<file path="config.mk">
export PLATFORM = sky130hd
export DESIGN_NAME = gpu_command_stream_executor_core
export DESIGN_NICKNAME = d
export VERILOG_FILES = /design/src/rtl/core/gcse_pkg.sv /design/src/rtl/core/gcse_fifo.sv /design/src/rtl/core/gcse_front.sv /design/src/rtl/core/gcse_back.sv /design/src/rtl/core/gpu_command_stream_executor_core.sv
export SDC_FILE = /design/constraint.sdc
export NUM_CORES = 1
export LEC_CHECK = 0
export ABC_AREA = 1
export BUFFER_PORTS_ARGS = -buffer_cell sky130_fd_sc_hd__buf_4
export CAP_MARGIN = 10
export CORE_ASPECT_RATIO = 1.5
export CORE_MARGIN = 8
export CORE_UTILIZATION = 35
export DETAILED_ROUTE_END_ITERATION = 12
export PLACE_DENSITY = 0.59
export SYNTH_ARGS = -nofsm -noshare
export SYNTH_HDL_FRONTEND = slang
export SYNTH_HIERARCHICAL = 1
export SYNTH_SLANG_ARGS = --single-unit
</file>
<file path="constraint.sdc">
create_clock -name clk -period 17.7 [get_ports clk]
set_input_delay 3.54 -clock clk [delete_from_list [all_inputs] [get_ports clk]]
set_output_delay 3.54 -clock clk [all_outputs]
set_load 0.01 [all_outputs]
</file>
<file path="src/rtl/core/gcse_pkg.sv">
// Shared types, opcode constants and result codes for the command stream executor.
`timescale 1ns / 1ps

package gcse_pkg;

    // Default queue depths
    localparam int unsigned CMD_QUEUE_DEPTH_DEF = 4;
    localparam int unsigned OUT_QUEUE_DEPTH_DEF = 2;

    // Command register indexes
    localparam logic [7:0] OP_BIN_XY      = 8'd0;
    localparam logic [7:0] OP_WAIT        = 8'd1;
    localparam logic [7:0] OP_INTERRUPT   = 8'd2;
    localparam logic [7:0] OP_DMA_SETUP0  = 8'd3;
    localparam logic [7:0] OP_DMA_SETUP1  = 8'd4;
    localparam logic [7:0] OP_DMA_LOCAL0  = 8'd5;
    localparam logic [7:0] OP_DMA_LOCAL1  = 8'd6;
    localparam logic [7:0] OP_DMA_BUS0    = 8'd7;
    localparam logic [7:0] OP_DMA_BUS1    = 8'd8;
    localparam logic [7:0] OP_VEC_XY      = 8'd9;
    localparam logic [7:0] OP_VEC_ZW      = 8'd10;
    localparam logic [7:0] OP_EXEC_DMA0   = 8'd11;
    localparam logic [7:0] OP_EXEC_DMA1   = 8'd12;
    localparam logic [7:0] OP_EXEC_GLOBAL = 8'd13;
    localparam logic [7:0] OP_EXEC_SHARED = 8'd14;
    localparam logic [7:0] OP_EXEC_LAUNCH = 8'd15;

    // Status codes
    localparam logic [1:0] ST_DONE    = 2'd0;
    localparam logic [1:0] ST_WAIT    = 2'd1;
    localparam logic [1:0] ST_REJECT  = 2'd2;
    localparam logic [1:0] ST_UNKNOWN = 2'd3;

    // Work item kinds
    localparam logic [2:0] KIND_NONE   = 3'd0;
    localparam logic [2:0] KIND_DMA    = 3'd1;
    localparam logic [2:0] KIND_GLOBAL = 3'd2;
    localparam logic [2:0] KIND_SHARED = 3'd3;
    localparam logic [2:0] KIND_LAUNCH = 3'd4;

    localparam logic [3:0]  LAUNCH_PC_MASK  = 4'hf;
    localparam logic [10:0] LAUNCH_COUNT_ONE = 11'd1;

    // Command class assigned by the front end
    typedef enum logic [3:0] {
        CLS_TICK,
        CLS_SKIP,
        CLS_NOP,
        CLS_BIN,
        CLS_WAIT,
        CLS_DMA_SETUP,
        CLS_DMA_LOCAL,
        CLS_DMA_BUS,
        CLS_VEC_XY,
        CLS_VEC_ZW,
        CLS_EXEC_DMA,
        CLS_EXEC_GLOBAL,
        CLS_EXEC_SHARED,
        CLS_EXEC_LAUNCH,
        CLS_UNKNOWN
    } cmd_class_t;

    typedef struct packed {
        cmd_class_t  cls;
        logic        unit;
        logic [31:0] value;
        logic [31:0] busy;
    } cmd_t;

    typedef struct packed {
        logic [1:0]  status;
        logic        waiting;
        logic [2:0]  work_kind;
        logic        unit_index;
        logic [31:0] dma_setup;
        logic [31:0] dma_local_addr;
        logic [31:0] dma_bus_addr;
        logic [31:0] attr_index;
        logic [63:0] attr_value;
        logic [3:0]  launch_pc;
        logic [10:0] launch_count;
        logic [31:0] bin_xy;
    } result_t;

endpackage

</file>
<file path="src/rtl/core/gcse_fifo.sv">
// Small register FIFO used for the command queue and the result queue.
`timescale 1ns / 1ps

module gcse_fifo
    import gcse_pkg::*;
#(
    parameter type         ITEM_T = cmd_t,
    parameter int unsigned DEPTH  = 2
)
(
    input  logic  clk,
    input  logic  rst_n,
    input  logic  push,
    input  ITEM_T wr_item,
    output logic  full,
    input  logic  pop,
    output ITEM_T rd_item,
    output logic  empty
);

    localparam int unsigned PTR_W = (DEPTH > 1) ? $clog2(DEPTH) : 1;
    localparam int unsigned CNT_W = $clog2(DEPTH + 1);

    ITEM_T            mem_reg [DEPTH];
    logic [PTR_W-1:0] wr_ptr_reg, wr_ptr_next;
    logic [PTR_W-1:0] rd_ptr_reg, rd_ptr_next;
    logic [CNT_W-1:0] count_reg, count_next;
    logic             do_push, do_pop;

    assign full    = (count_reg == CNT_W'(DEPTH));
    assign empty   = (count_reg == '0);
    assign do_push = push && !full;
    assign do_pop  = pop && !empty;
    assign rd_item = mem_reg[rd_ptr_reg];

    always_comb
    begin
        wr_ptr_next = wr_ptr_reg;
        rd_ptr_next = rd_ptr_reg;
        count_next  = count_reg;
        if (do_push)
        begin
            wr_ptr_next = (wr_ptr_reg == PTR_W'(DEPTH - 1)) ? '0 : wr_ptr_reg + 1'b1;
        end
        if (do_pop)
        begin
            rd_ptr_next = (rd_ptr_reg == PTR_W'(DEPTH - 1)) ? '0 : rd_ptr_reg + 1'b1;
        end
        if (do_push && !do_pop)
        begin
            count_next = count_reg + 1'b1;
        end
        else if (do_pop && !do_push)
        begin
            count_next = count_reg - 1'b1;
        end
    end

    always_ff @(posedge clk or negedge rst_n)
    begin
        if (!rst_n)
        begin
            wr_ptr_reg <= '0;
            rd_ptr_reg <= '0;
            count_reg  <= '0;
        end
        else
        begin
            wr_ptr_reg <= wr_ptr_next;
            rd_ptr_reg <= rd_ptr_next;
            count_reg  <= count_next;
        end
    end

    always_ff @(posedge clk)
    begin
        if (do_push)
        begin
            mem_reg[wr_ptr_reg] <= wr_item;
        end
    end

endmodule

</file>
<file path="src/rtl/core/gcse_front.sv">
// Front end: accepts words and classifies them into decoded commands.
`timescale 1ns / 1ps

module gcse_front
    import gcse_pkg::*;
(
    input  logic        push,
    output logic        full,
    input  logic        func,
    input  logic        skip_write,
    input  logic [7:0]  cmd_index,
    input  logic [31:0] value,
    input  logic [31:0] unit_busy,
    output logic        q_push,
    input  logic        q_full,
    output cmd_t        q_cmd
);

    cmd_class_t cls;

    assign full   = q_full;
    assign q_push = push;

    always_comb
    begin
        cls = CLS_UNKNOWN;
        if (func)
        begin
            cls = CLS_TICK;
        end
        else if (skip_write)
        begin
            cls = CLS_SKIP;
        end
        else
        begin
            unique case (cmd_index)
                OP_BIN_XY:                    cls = CLS_BIN;
                OP_WAIT:                      cls = CLS_WAIT;
                OP_INTERRUPT:                 cls = CLS_NOP;
                OP_DMA_SETUP0, OP_DMA_SETUP1: cls = CLS_DMA_SETUP;
                OP_DMA_LOCAL0, OP_DMA_LOCAL1: cls = CLS_DMA_LOCAL;
                OP_DMA_BUS0, OP_DMA_BUS1:     cls = CLS_DMA_BUS;
                OP_VEC_XY:                    cls = CLS_VEC_XY;
                OP_VEC_ZW:                    cls = CLS_VEC_ZW;
                OP_EXEC_DMA0, OP_EXEC_DMA1:   cls = CLS_EXEC_DMA;
                OP_EXEC_GLOBAL:               cls = CLS_EXEC_GLOBAL;
                OP_EXEC_SHARED:               cls = CLS_EXEC_SHARED;
                OP_EXEC_LAUNCH:               cls = CLS_EXEC_LAUNCH;
                default:                      cls = CLS_UNKNOWN;
            endcase
        end
    end

    // Unit 0 sits on the odd index of every per-unit pair
    always_comb
    begin
        q_cmd.cls   = cls;
        q_cmd.unit  = ~cmd_index[0];
        q_cmd.value = value;
        q_cmd.busy  = unit_busy;
    end

endmodule

</file>
<file path="src/rtl/core/gcse_back.sv">
// Back end: holds executor state, carries out commands and queues results.
`timescale 1ns / 1ps

module gcse_back
    import gcse_pkg::*;
#(
    parameter int unsigned OUT_QUEUE_DEPTH = OUT_QUEUE_DEPTH_DEF
)
(
    input  logic    clk,
    input  logic    rst_n,
    input  logic    cmd_valid,
    input  cmd_t    cmd,
    output logic    cmd_pop,
    input  logic    res_pop,
    output result_t res,
    output logic    res_empty
);

    logic        wait_reg, wait_next;
    logic [31:0] mask_reg, mask_next;
    logic [31:0] setup_reg [2];
    logic [31:0] local_reg [2];
    logic [31:0] bus_reg [2];
    logic [31:0] vec_xy_reg, vec_xy_next;
    logic [31:0] vec_zw_reg, vec_zw_next;
    logic [15:0] bin_x_reg, bin_x_next;
    logic [15:0] bin_y_reg, bin_y_next;
    logic        out_full;
    logic        step;
    result_t     r;

    assign step    = cmd_valid && !out_full;
    assign cmd_pop = step;

    always_comb
    begin
        wait_next   = wait_reg;
        mask_next   = mask_reg;
        vec_xy_next = vec_xy_reg;
        vec_zw_next = vec_zw_reg;
        bin_x_next  = bin_x_reg;
        bin_y_next  = bin_y_reg;
        r           = '0;
        r.status    = ST_DONE;
        priority if (cmd.cls == CLS_TICK)
        begin
            if (wait_reg && ((cmd.busy & mask_reg) == '0))
            begin
                wait_next = 1'b0;
            end
        end
        else if (wait_reg)
        begin
            r.status = ST_REJECT;
        end
        else
        begin
            unique case (cmd.cls)
                CLS_BIN:
                begin
                    bin_x_next = cmd.value[15:0];
                    bin_y_next = cmd.value[31:16];
                end
                CLS_WAIT:
                begin
                    mask_next = cmd.value;
                    if ((cmd.busy & cmd.value) != '0)
                    begin
                        wait_next = 1'b1;
                        r.status  = ST_WAIT;
                    end
                end
                CLS_VEC_XY: vec_xy_next = cmd.value;
                CLS_VEC_ZW: vec_zw_next = cmd.value;
                CLS_EXEC_DMA:
                begin
                    r.work_kind      = KIND_DMA;
                    r.unit_index     = cmd.unit;
                    r.dma_setup      = setup_reg[cmd.unit];
                    r.dma_local_addr = local_reg[cmd.unit];
                    r.dma_bus_addr   = bus_reg[cmd.unit];
                end
                CLS_EXEC_GLOBAL, CLS_EXEC_SHARED:
                begin
                    r.work_kind  = (cmd.cls == CLS_EXEC_GLOBAL) ? KIND_GLOBAL : KIND_SHARED;
                    r.attr_index = cmd.value;
                    r.attr_value = {vec_zw_reg, vec_xy_reg};
                end
                CLS_EXEC_LAUNCH:
                begin
                    r.work_kind    = KIND_LAUNCH;
                    r.launch_pc    = cmd.value[3:0] & LAUNCH_PC_MASK;
                    r.launch_count = {1'b0, cmd.value[13:4]} + LAUNCH_COUNT_ONE;
                end
                CLS_UNKNOWN: r.status = ST_UNKNOWN;
                // DMA register writes are done in the clocked block; skip,
                // interrupt and tick need nothing here
                default: ;
            endcase
        end
        r.waiting = wait_next;
        r.bin_xy  = {bin_y_next, bin_x_next};
    end

    always_ff @(posedge clk or negedge rst_n)
    begin
        if (!rst_n)
        begin
            wait_reg   <= 1'b0;
            mask_reg   <= '0;
            vec_xy_reg <= '0;
            vec_zw_reg <= '0;
            bin_x_reg  <= '0;
            bin_y_reg  <= '0;
            for (int i = 0; i < 2; i++)
            begin
                setup_reg[i] <= '0;
                local_reg[i] <= '0;
                bus_reg[i]   <= '0;
            end
        end
        else if (step)
        begin
            wait_reg   <= wait_next;
            mask_reg   <= mask_next;
            vec_xy_reg <= vec_xy_next;
            vec_zw_reg <= vec_zw_next;
            bin_x_reg  <= bin_x_next;
            bin_y_reg  <= bin_y_next;
            if (!wait_reg)
            begin
                if (cmd.cls == CLS_DMA_SETUP)
                begin
                    setup_reg[cmd.unit] <= cmd.value;
                end
                if (cmd.cls == CLS_DMA_LOCAL)
                begin
                    local_reg[cmd.unit] <= cmd.value;
                end
                if (cmd.cls == CLS_DMA_BUS)
                begin
                    bus_reg[cmd.unit] <= cmd.value;
                end
            end
        end
    end

    gcse_fifo #(
        .ITEM_T (result_t),
        .DEPTH  (OUT_QUEUE_DEPTH)
    ) u_out_queue (
        .clk     (clk),
        .rst_n   (rst_n),
        .push    (step),
        .wr_item (r),
        .full    (out_full),
        .pop     (res_pop),
        .rd_item (res),
        .empty   (res_empty)
    );

endmodule

</file>
<file path="src/rtl/core/gpu_command_stream_executor_core.sv">
// Top level of the GPU command stream executor.
`timescale 1ns / 1ps
//
// Usage:
//   Input side is a queue write port: drive func, skip_write, cmd_index,
//   value and unit_busy with push high; the word is taken at a rising edge
//   where full is low. Every word, packet or status tick, yields exactly one
//   result word.
//   Result side is a queue read port: while empty is low the oldest result
//   sits on status .. bin_xy; pop at a rising edge takes it.
//   Path: a taken word is decoded and written into the command queue at
//   that edge; the execute stage then takes it from there and writes its
//   result into the result queue, after which the result is visible.
//   Throughput: one word per cycle unless the result queue is full;
//   it executes one command per cycle on a single set of state registers.
//   Stall: if pop is held low the result queue fills, execution holds, the
//   command queue then fills and full rises; nothing is dropped.
//   A WAIT stalls command execution logically (commands are answered with
//   the rejected status) until a tick clears the masked busy bits; the
//   handshake itself keeps moving.
//   Reset: all executor state clears to zero, both queues empty, full low.
//
module gpu_command_stream_executor_core
    import gcse_pkg::*;
#(
    parameter int unsigned CMD_QUEUE_DEPTH = CMD_QUEUE_DEPTH_DEF,
    parameter int unsigned OUT_QUEUE_DEPTH = OUT_QUEUE_DEPTH_DEF
)
(
    input  logic        clk,
    input  logic        rst_n,
    input  logic        push,
    output logic        full,
    input  logic        func,
    input  logic        skip_write,
    input  logic [7:0]  cmd_index,
    input  logic [31:0] value,
    input  logic [31:0] unit_busy,
    output logic        empty,
    input  logic        pop,
    output logic [1:0]  status,
    output logic        waiting,
    output logic [2:0]  work_kind,
    output logic        unit_index,
    output logic [31:0] dma_setup,
    output logic [31:0] dma_local_addr,
    output logic [31:0] dma_bus_addr,
    output logic [31:0] attr_index,
    output logic [63:0] attr_value,
    output logic [3:0]  launch_pc,
    output logic [10:0] launch_count,
    output logic [31:0] bin_xy
);

    logic    q_push, q_full, q_empty, q_pop;
    cmd_t    q_wr_cmd, q_rd_cmd;
    result_t res;

    // Decode incoming words
    gcse_front u_front (
        .push       (push),
        .full       (full),
        .func       (func),
        .skip_write (skip_write),
        .cmd_index  (cmd_index),
        .value      (value),
        .unit_busy  (unit_busy),
        .q_push     (q_push),
        .q_full     (q_full),
        .q_cmd      (q_wr_cmd)
    );

    // Decouple decode from execution
    gcse_fifo #(
        .ITEM_T (cmd_t),
        .DEPTH  (CMD_QUEUE_DEPTH)
    ) u_cmd_queue (
        .clk     (clk),
        .rst_n   (rst_n),
        .push    (q_push),
        .wr_item (q_wr_cmd),
        .full    (q_full),
        .pop     (q_pop),
        .rd_item (q_rd_cmd),
        .empty   (q_empty)
    );

    // Execute against state and queue results
    gcse_back #(
        .OUT_QUEUE_DEPTH (OUT_QUEUE_DEPTH)
    ) u_back (
        .clk       (clk),
        .rst_n     (rst_n),
        .cmd_valid (!q_empty),
        .cmd       (q_rd_cmd),
        .cmd_pop   (q_pop),
        .res_pop   (pop),
        .res       (res),
        .res_empty (empty)
    );

    assign status         = res.status;
    assign waiting        = res.waiting;
    assign work_kind      = res.work_kind;
    assign unit_index     = res.unit_index;
    assign dma_setup      = res.dma_setup;
    assign dma_local_addr = res.dma_local_addr;
    assign dma_bus_addr   = res.dma_bus_addr;
    assign attr_index     = res.attr_index;
    assign attr_value     = res.attr_value;
    assign launch_pc      = res.launch_pc;
    assign launch_count   = res.launch_count;
    assign bin_xy         = res.bin_xy;

endmodule

</file>
# --- After elaboration in Yosys (flattened, before gate mapping) ---
# Memory sizes are Yosys's and may differ from the RTL's.
# Index checks and enable logic that the tools add are counted.
word_totals:
  memories: 3
  output_inout_bits: 248
  mem_bits_rw: 768
  ff_bits: 332
  inputBits: 78
  rom_bits: 64
classes:
  bitwise: 6
  reduce_logical: 34
  n_eq_ne: 16
  muxes: 51
  addsub: 9
  n_lt_le_gt_ge: 2
memory_table:
  columns: ["name", "words", "width", "read_ports", "rd_ports_with_merged_regs", "wr", "line_no", "source"]
  rows:
  - ["u_back.u_out_queue.mem_reg", 2, 246, 1, 0, 1, "gcse_fifo.sv:24", "ITEM_T mem_reg [DEPTH];"]
  - ["u_cmd_queue.mem_reg", 4, 69, 1, 0, 1, "gcse_fifo.sv:24", null]
  - ["(name not given)", 16, 4, 1, 0, 0, "gcse_front.sv:37", "unique case (cmd_index)"]
ops:
  columns: ["operator", "n"]
  rows:
  - ["$mux W211", 2]
  - ["$mux W32", 10]
  - ["$bwmux W64", 3]
  - ["$mux W97", 1]
  - ["$mux W16", 6]
  - ["$mux W96", 1]
  - ["$and A32 B32 Y32", 2]
  - ["$demux W32 S1", 1]
  - ["$logic_not A32 Y1", 1]
  - ["$reduce_bool A32 Y1", 1]
  - ["$eq A4 B4 Y1 const B", 7]
  - ["$eq A4 B3 Y1 const B", 4]
  - ["$mux W15", 1]
  - ["$mux W1", 13]
  - ["$mux W2", 6]
  - ["$mux W4", 3]
  - ["$reduce_and A4 Y1", 3]
  - ["$add A10 B1 Y11 const B", 1]
  - ["$logic_and A1 B1 Y1", 11]
  - ["$pmux W3 S3", 1]
  - ["$reduce_and A3 Y1", 3]
  - ["$logic_not A1 Y1", 8]
  - ["$logic_not A4 Y1", 2]
  - ["$add A2 B1 Y2 const B", 3]
  - ["other kinds (17)", 24]

# --- Longest topological paths before layout ---
depth:
  word_depth: 8
  depth_mapped: 16

# --- Cells and area by module ---
# The synthesis kept the hierarchy.
by_module_without_submodules:
  columns: ["mod", "instances", "area_per_inst_um2", "seq_area_each_um2", "cells_each"]
  rows:
  - ["gcse_fifo at u_back.u_out_queue", 1, 18240.0, 14874.3, 1317]
  - ["gcse_back", 1, 14591.5, 8032.7, 1892]
  - ["gcse_fifo at u_cmd_queue", 1, 11897.7, 8463.1, 866]
  - ["gcse_front", 1, 671.9, 0.0, 104]
  - ["gpu_command_stream_executor_core", 1, 3.8, 0.0, 1]

# --- Worst setup path after synthesis ---
# OpenSTA, ideal clock, no wires.
synth_path:
  kind: "register -> register"
  from: "register u_cmd_queue.count_reg[0]"
  to: "memory u_back/u_out_queue/mem_reg[1][0] (netlist name) (enable)"
  stages_incl_launch_ff: 10
  arrival_time_ps: 11587
  n_path_buf: 1
  slack_ps: 5254
  period_less_slack_ps: 12446
  t_required_ps: 16841
  path_cell_list: "dfrtp_1 > inv_2 > nand3_1 > inv_1 > inv_1 > inv_1 > nor2_4 > buf_1 > o21ai_0 > nor2_1"
synth_between:
  elab_chain_cells: 6
synth_lines:
  columns: ["item", "line_no", "source"]
  rows:
  - ["start: declaration", "gcse_fifo.sv:27", "logic [CNT_W-1:0] count_reg, count_next;"]
  - ["start signal: assignment", "gcse_fifo.sv:71", "count_reg <= count_next;"]
  - ["$logic_not A3 Y1", "gcse_fifo.sv:31", "assign empty = (count_reg == '0);"]
  - ["via q_empty", "gpu_command_stream_executor_core.sv:55", "logic q_push, q_full, q_empty, q_pop;"]
  - ["$logic_not A1 Y1", "gpu_command_stream_executor_core.sv:94", ".cmd_valid (!q_empty),"]
  - ["$logic_and A1 B1 Y1", "gcse_back.sv:33", "assign step = cmd_valid && !out_full;"]
  - ["via q_pop", "gpu_command_stream_executor_core.sv:55", null]
  - ["$logic_and A1 B1 Y1", "gcse_fifo.sv:32", "assign do_push = push && !full;"]
  - ["$mux W1", "gcse_fifo.sv:77", "if (do_push)"]
  - ["$mux W1 (implied by the code)", "gcse_fifo.sv:79", "mem_reg[wr_ptr_reg] <= wr_item;"]
  - ["end: declaration", "gcse_fifo.sv:24", null]
# The timed path passes the listed nets, and every way through them passes these cells.

# --- Worst setup path in the final report ---
layout_path:
  from: "register u_back.u_out_queue.rd_ptr_reg"
  to: "output bin_xy[9]"
layout_between:
  elab_chain_cells: 1
layout_lines:
  columns: ["item", "line_no", "source"]
  rows:
  - ["start: declaration", "gcse_fifo.sv:26", "logic [PTR_W-1:0] rd_ptr_reg, rd_ptr_next;"]
  - ["start signal: assignment", "gcse_fifo.sv:70", "rd_ptr_reg <= rd_ptr_next;"]
  - ["$mem_v2 Z2 W246", null, null]
  - ["end: declaration", "gpu_command_stream_executor_core.sv:52", "output logic [31:0] bin_xy"]
# Every way passes these cells.

==> key figures <==
Outcome
  • Status: finished, final reports clean

Clocking
  • CTS Buf Count: 103
  • Clock buffer depth: 3
  • Post_cts resized: 0
  • CTS clock-pin slew for the worst setup and hold paths: 0.06 ns
  • Postcts setup bufs: 0
  • Clock sinks: ~1,100
  • Clk_lat worst skew: approximately 0.70 ns
  • # hold bufs at CTS: 0
  • Root Buffer: clkbuf_16
  • H-Tree Depth: 3
  • CTS tree: yes

Floorplanning
  • IO Pins: between 300 and 400
  • Die area: 142,000 sq um
  • Rows: 162
  • Die W: roughly 310 microns
  • Core area: between 100,000 and 150,000 sq um
  • Die Y: roughly 460 microns
  • Initial Utilization: 0.351

Placed design
  • Placed instance count: 5,963
  • IO buf count: between 300 and 400
  • Placer Congestion: 0.786
  • Placed Area: ~49,000 sq um
  • Detailed Place HPWL: slightly below 80,000 microns

Logic synthesis
  • Area leader, netlist: edfxtp_1
  • Synth Area in Simple Gates: 0.160
  • Mean area per synthesized cell: approximately 11 sq um
  • Syn_nets: approximately 4,300
  • Yosys top cell area share: 0.508
  • Post-synthesis cell type count: 35
  • Yosys warning total: 6
  • Post-synthesis mux area share: 0
  • Post-Synth Adder-Cell Area: 0.00347
  • Register bit total from synthesis: between 1,000 and 1,500
  • Xor and xnor fraction of the mapped netlist area: 0.000386
  • Largest cells by area after synthesis: edfxtp_1, dfrtp_1, nand2_1
  • Synthesized area: about 45,000 sq um
  • Synth Area in Compound Gates: 0.0801
  • Cells after Synth: about 4,200
  • Largest family of logic cells by synthesized area: simple AND/OR/NAND/NOR gates
  • Sequential area share after synthesis: 0.691

Detailed routing
  • Post-DR wirelength/cell: about 20 microns
  • Post-Route WL: about 120,000 microns
  • DRC viols: 0
  • Drt via density: 4.70
  • TritonRoute pass-1 iters: 6
  • Initial drt markers: around 2,700
  • Via Count: between 20,000 and 30,000
  • DRT antenna net count: 0

Power
  • Seq pwr share: 0.403
  • Comb power frac: 0.387
  • Clk pwr share: 0.210
  • Switching Fraction: 0.401
  • Pwr dens: 210 nW/um^2
  • Total Power: approximately 11 mW
  • Maximum vdd ir drop: about 0.00013 V
  • Psw: about 4.4 mW
  • LEAKAGE: 22.0 nW
  • Internal power: about 6.5 mW

Cells and area
  • Number of flip-flops under the largest register name: approximately 490
  • Final cell area excluding filler cells: between 50,000 and 60,000 sq um
  • Nets: 4,436
  • Share of layout cells above drive strength 1: 0.145
  • Area Overhead vs Synth: 14.8%
  • Fillers: 12,400
  • Final Non-Filler Cells: between 6,000 and 7,000

Worst setup path
  • CP Data Required Time: 14.16 ns
  • Crit Path Category: reg -> out
  • CP Launch Type: flop
  • Critical path endpoint category: output pin
  • Critical path peak fanout: 84
  • Crit path arrival time: roughly 3.4 ns

Global routing
  • Initial antenna violation count: 25
  • Largest net degree at the start of global routing: about 120
  • Global-route wire length before repair: approximately 180,000 microns
  • GRT Residual Overflow: 0
  • Number of global-route vias before repair: 27,500
  • All-layer global routing usage: 0.167

Timing
  • Worst hold slack: slightly below 0.5 ns
  • Post-route minimum period: between 6 and 7 ns
  • Max Slew Vio Count: 0
  • Clock Skew: around 0.03 ns
  • Final setup vio count: 0
  • TNS Setup: 0 ns
  • RSZ-0062 raised after global routing: false
  • Max-slew headroom at the worst pin: 0.237
  • Fmax achieved: about 140 MHz
  • Fin crit share: 0.392
  • Final hold vios: 0
  • Worst Max-Slew Pin Slew: about 1.1 ns

Min path
  • Worst hold path type: reg -> reg

Run
  • Max-cap violation count: 0
==> final timing paths <==
kind / startpoint / to / slack [ns] / cells after the start
max: u_back/u_out_queue/rd_ptr_reg$_DFFE_PN0P_ / bin_xy[9] / 10.77 / 5
min in group asynchronous: rst_n / u_back/bus_reg[60]$_DFFE_PN0P_ / 2.88 / 1
min reg2reg: u_back/bin_y_reg[4]$_DFFE_PN0P_ / u_back/bin_y_reg[4]$_DFFE_PN0P_ / 0.48 / 2
max in group asynchronous: rst_n / u_cmd_queue/rd_ptr_reg[0]$_DFFE_PN0P_ / 11.90 / 4
max reg2reg: u_cmd_queue/rd_ptr_reg[1]$_DFFE_PN0P_ / u_back/setup_reg[38]$_DFFE_PN0P_ / 13.30 / 8
min: u_back/bin_y_reg[4]$_DFFE_PN0P_ / u_back/bin_y_reg[4]$_DFFE_PN0P_ / 0.48 / 2
==> Yosys cell counts (all sizes together) <==
cell type / count
edfxtp: 768
o22ai: 1
nor4: 1
o211ai: 138
nand3: 23
nand2: 1710
a21boi: 1
dfrtp: 332
nor3: 3
nand4: 4
nor2: 157
nor3b: 1
a21oi: 107
inv: 282
ha: 11
fa: 1
nand3b: 1
clkbuf: 121
o21ai: 330
buf: 186
xnor2: 2
==> cell usage in the layout, fill, tap and decap left out, types with 26 or more instances in the layout <==
cell,count
clkbuf_16,107
o21ai_0,291
edfxtp_1,768
o211ai_1,58
nand2_1,1704
a21oi_1,107
o211ai_2,80
inv_1,273
clkbuf_1,26
o21ai_1,39
dfrtp_1,329
nor2_1,149
buf_4,367
==> through the flow <==
stage / setup slack, ns / utilization
3_3_place_gp: 11.09 / 0.375
3_5_place_dp: 11.04 / 0.375
4_1_cts: 10.68 / 0.403
5_1_grt: 10.50 / 0.403
2_1_floorplan: 5.25 / -
6_report: 10.77 / 0.403
==> layer usage <==
layer,up-vias,global-route usage,routed length (microns)
met3,176,0.0363,8380
met2,835,0.271,57300
li1,14000,-,-
met1,13900,0.220,51900
met5,-,0,37
met4,6,0.0588,3970
==> area by class of cell <==
class | instances | area (sq um) | share of cell area
sequential | 1100 | 31400 | 0.602
multi-input combinational | 2491 | 11100 | 0.214
clock buffer | 143 | 2910 | 0.0559
timing repair buffer | 368 | 2770 | 0.0532
tap | 1722 | 2150 | 0.0413
inverter | 282 | 1080 | 0.0207
clock inverter | 52 | 646 | 0.0124
antenna | 12 | 30.0 | 0.000576
==> worst max-delay path, cell delays in order (launching register included) <==
cell,delay [ns]
dfrtp_4,0.65
inv_8,0.39
buf_4,0.84
nand2_1,0.13
nand2_1,0.21
buf_4,0.15
==> cells by family after synthesis <==
kind of cell	count (synthesis)
adders and majority gates	12
and+or+nand+nor	1900
buffers and inverters	589
DFF	1100
AOI/OAI and AO/OA	577
xor gates and xnor gates	2
==> power groups by stage <==
stage / clock, mW / sequential [mW] / combinational (mW)
floorplan: 0 / 4.51 / 2.51
global placement: 0 / 4.43 / 4.31
detailed placement: 0 / 4.46 / 4.35
CTS: 2.36 / 4.41 / 4.36
global route: 2.45 / 4.51 / 4.68
finish: 2.29 / 4.41 / 4.23
No activity file was read; power rests on OpenSTA's default activity.
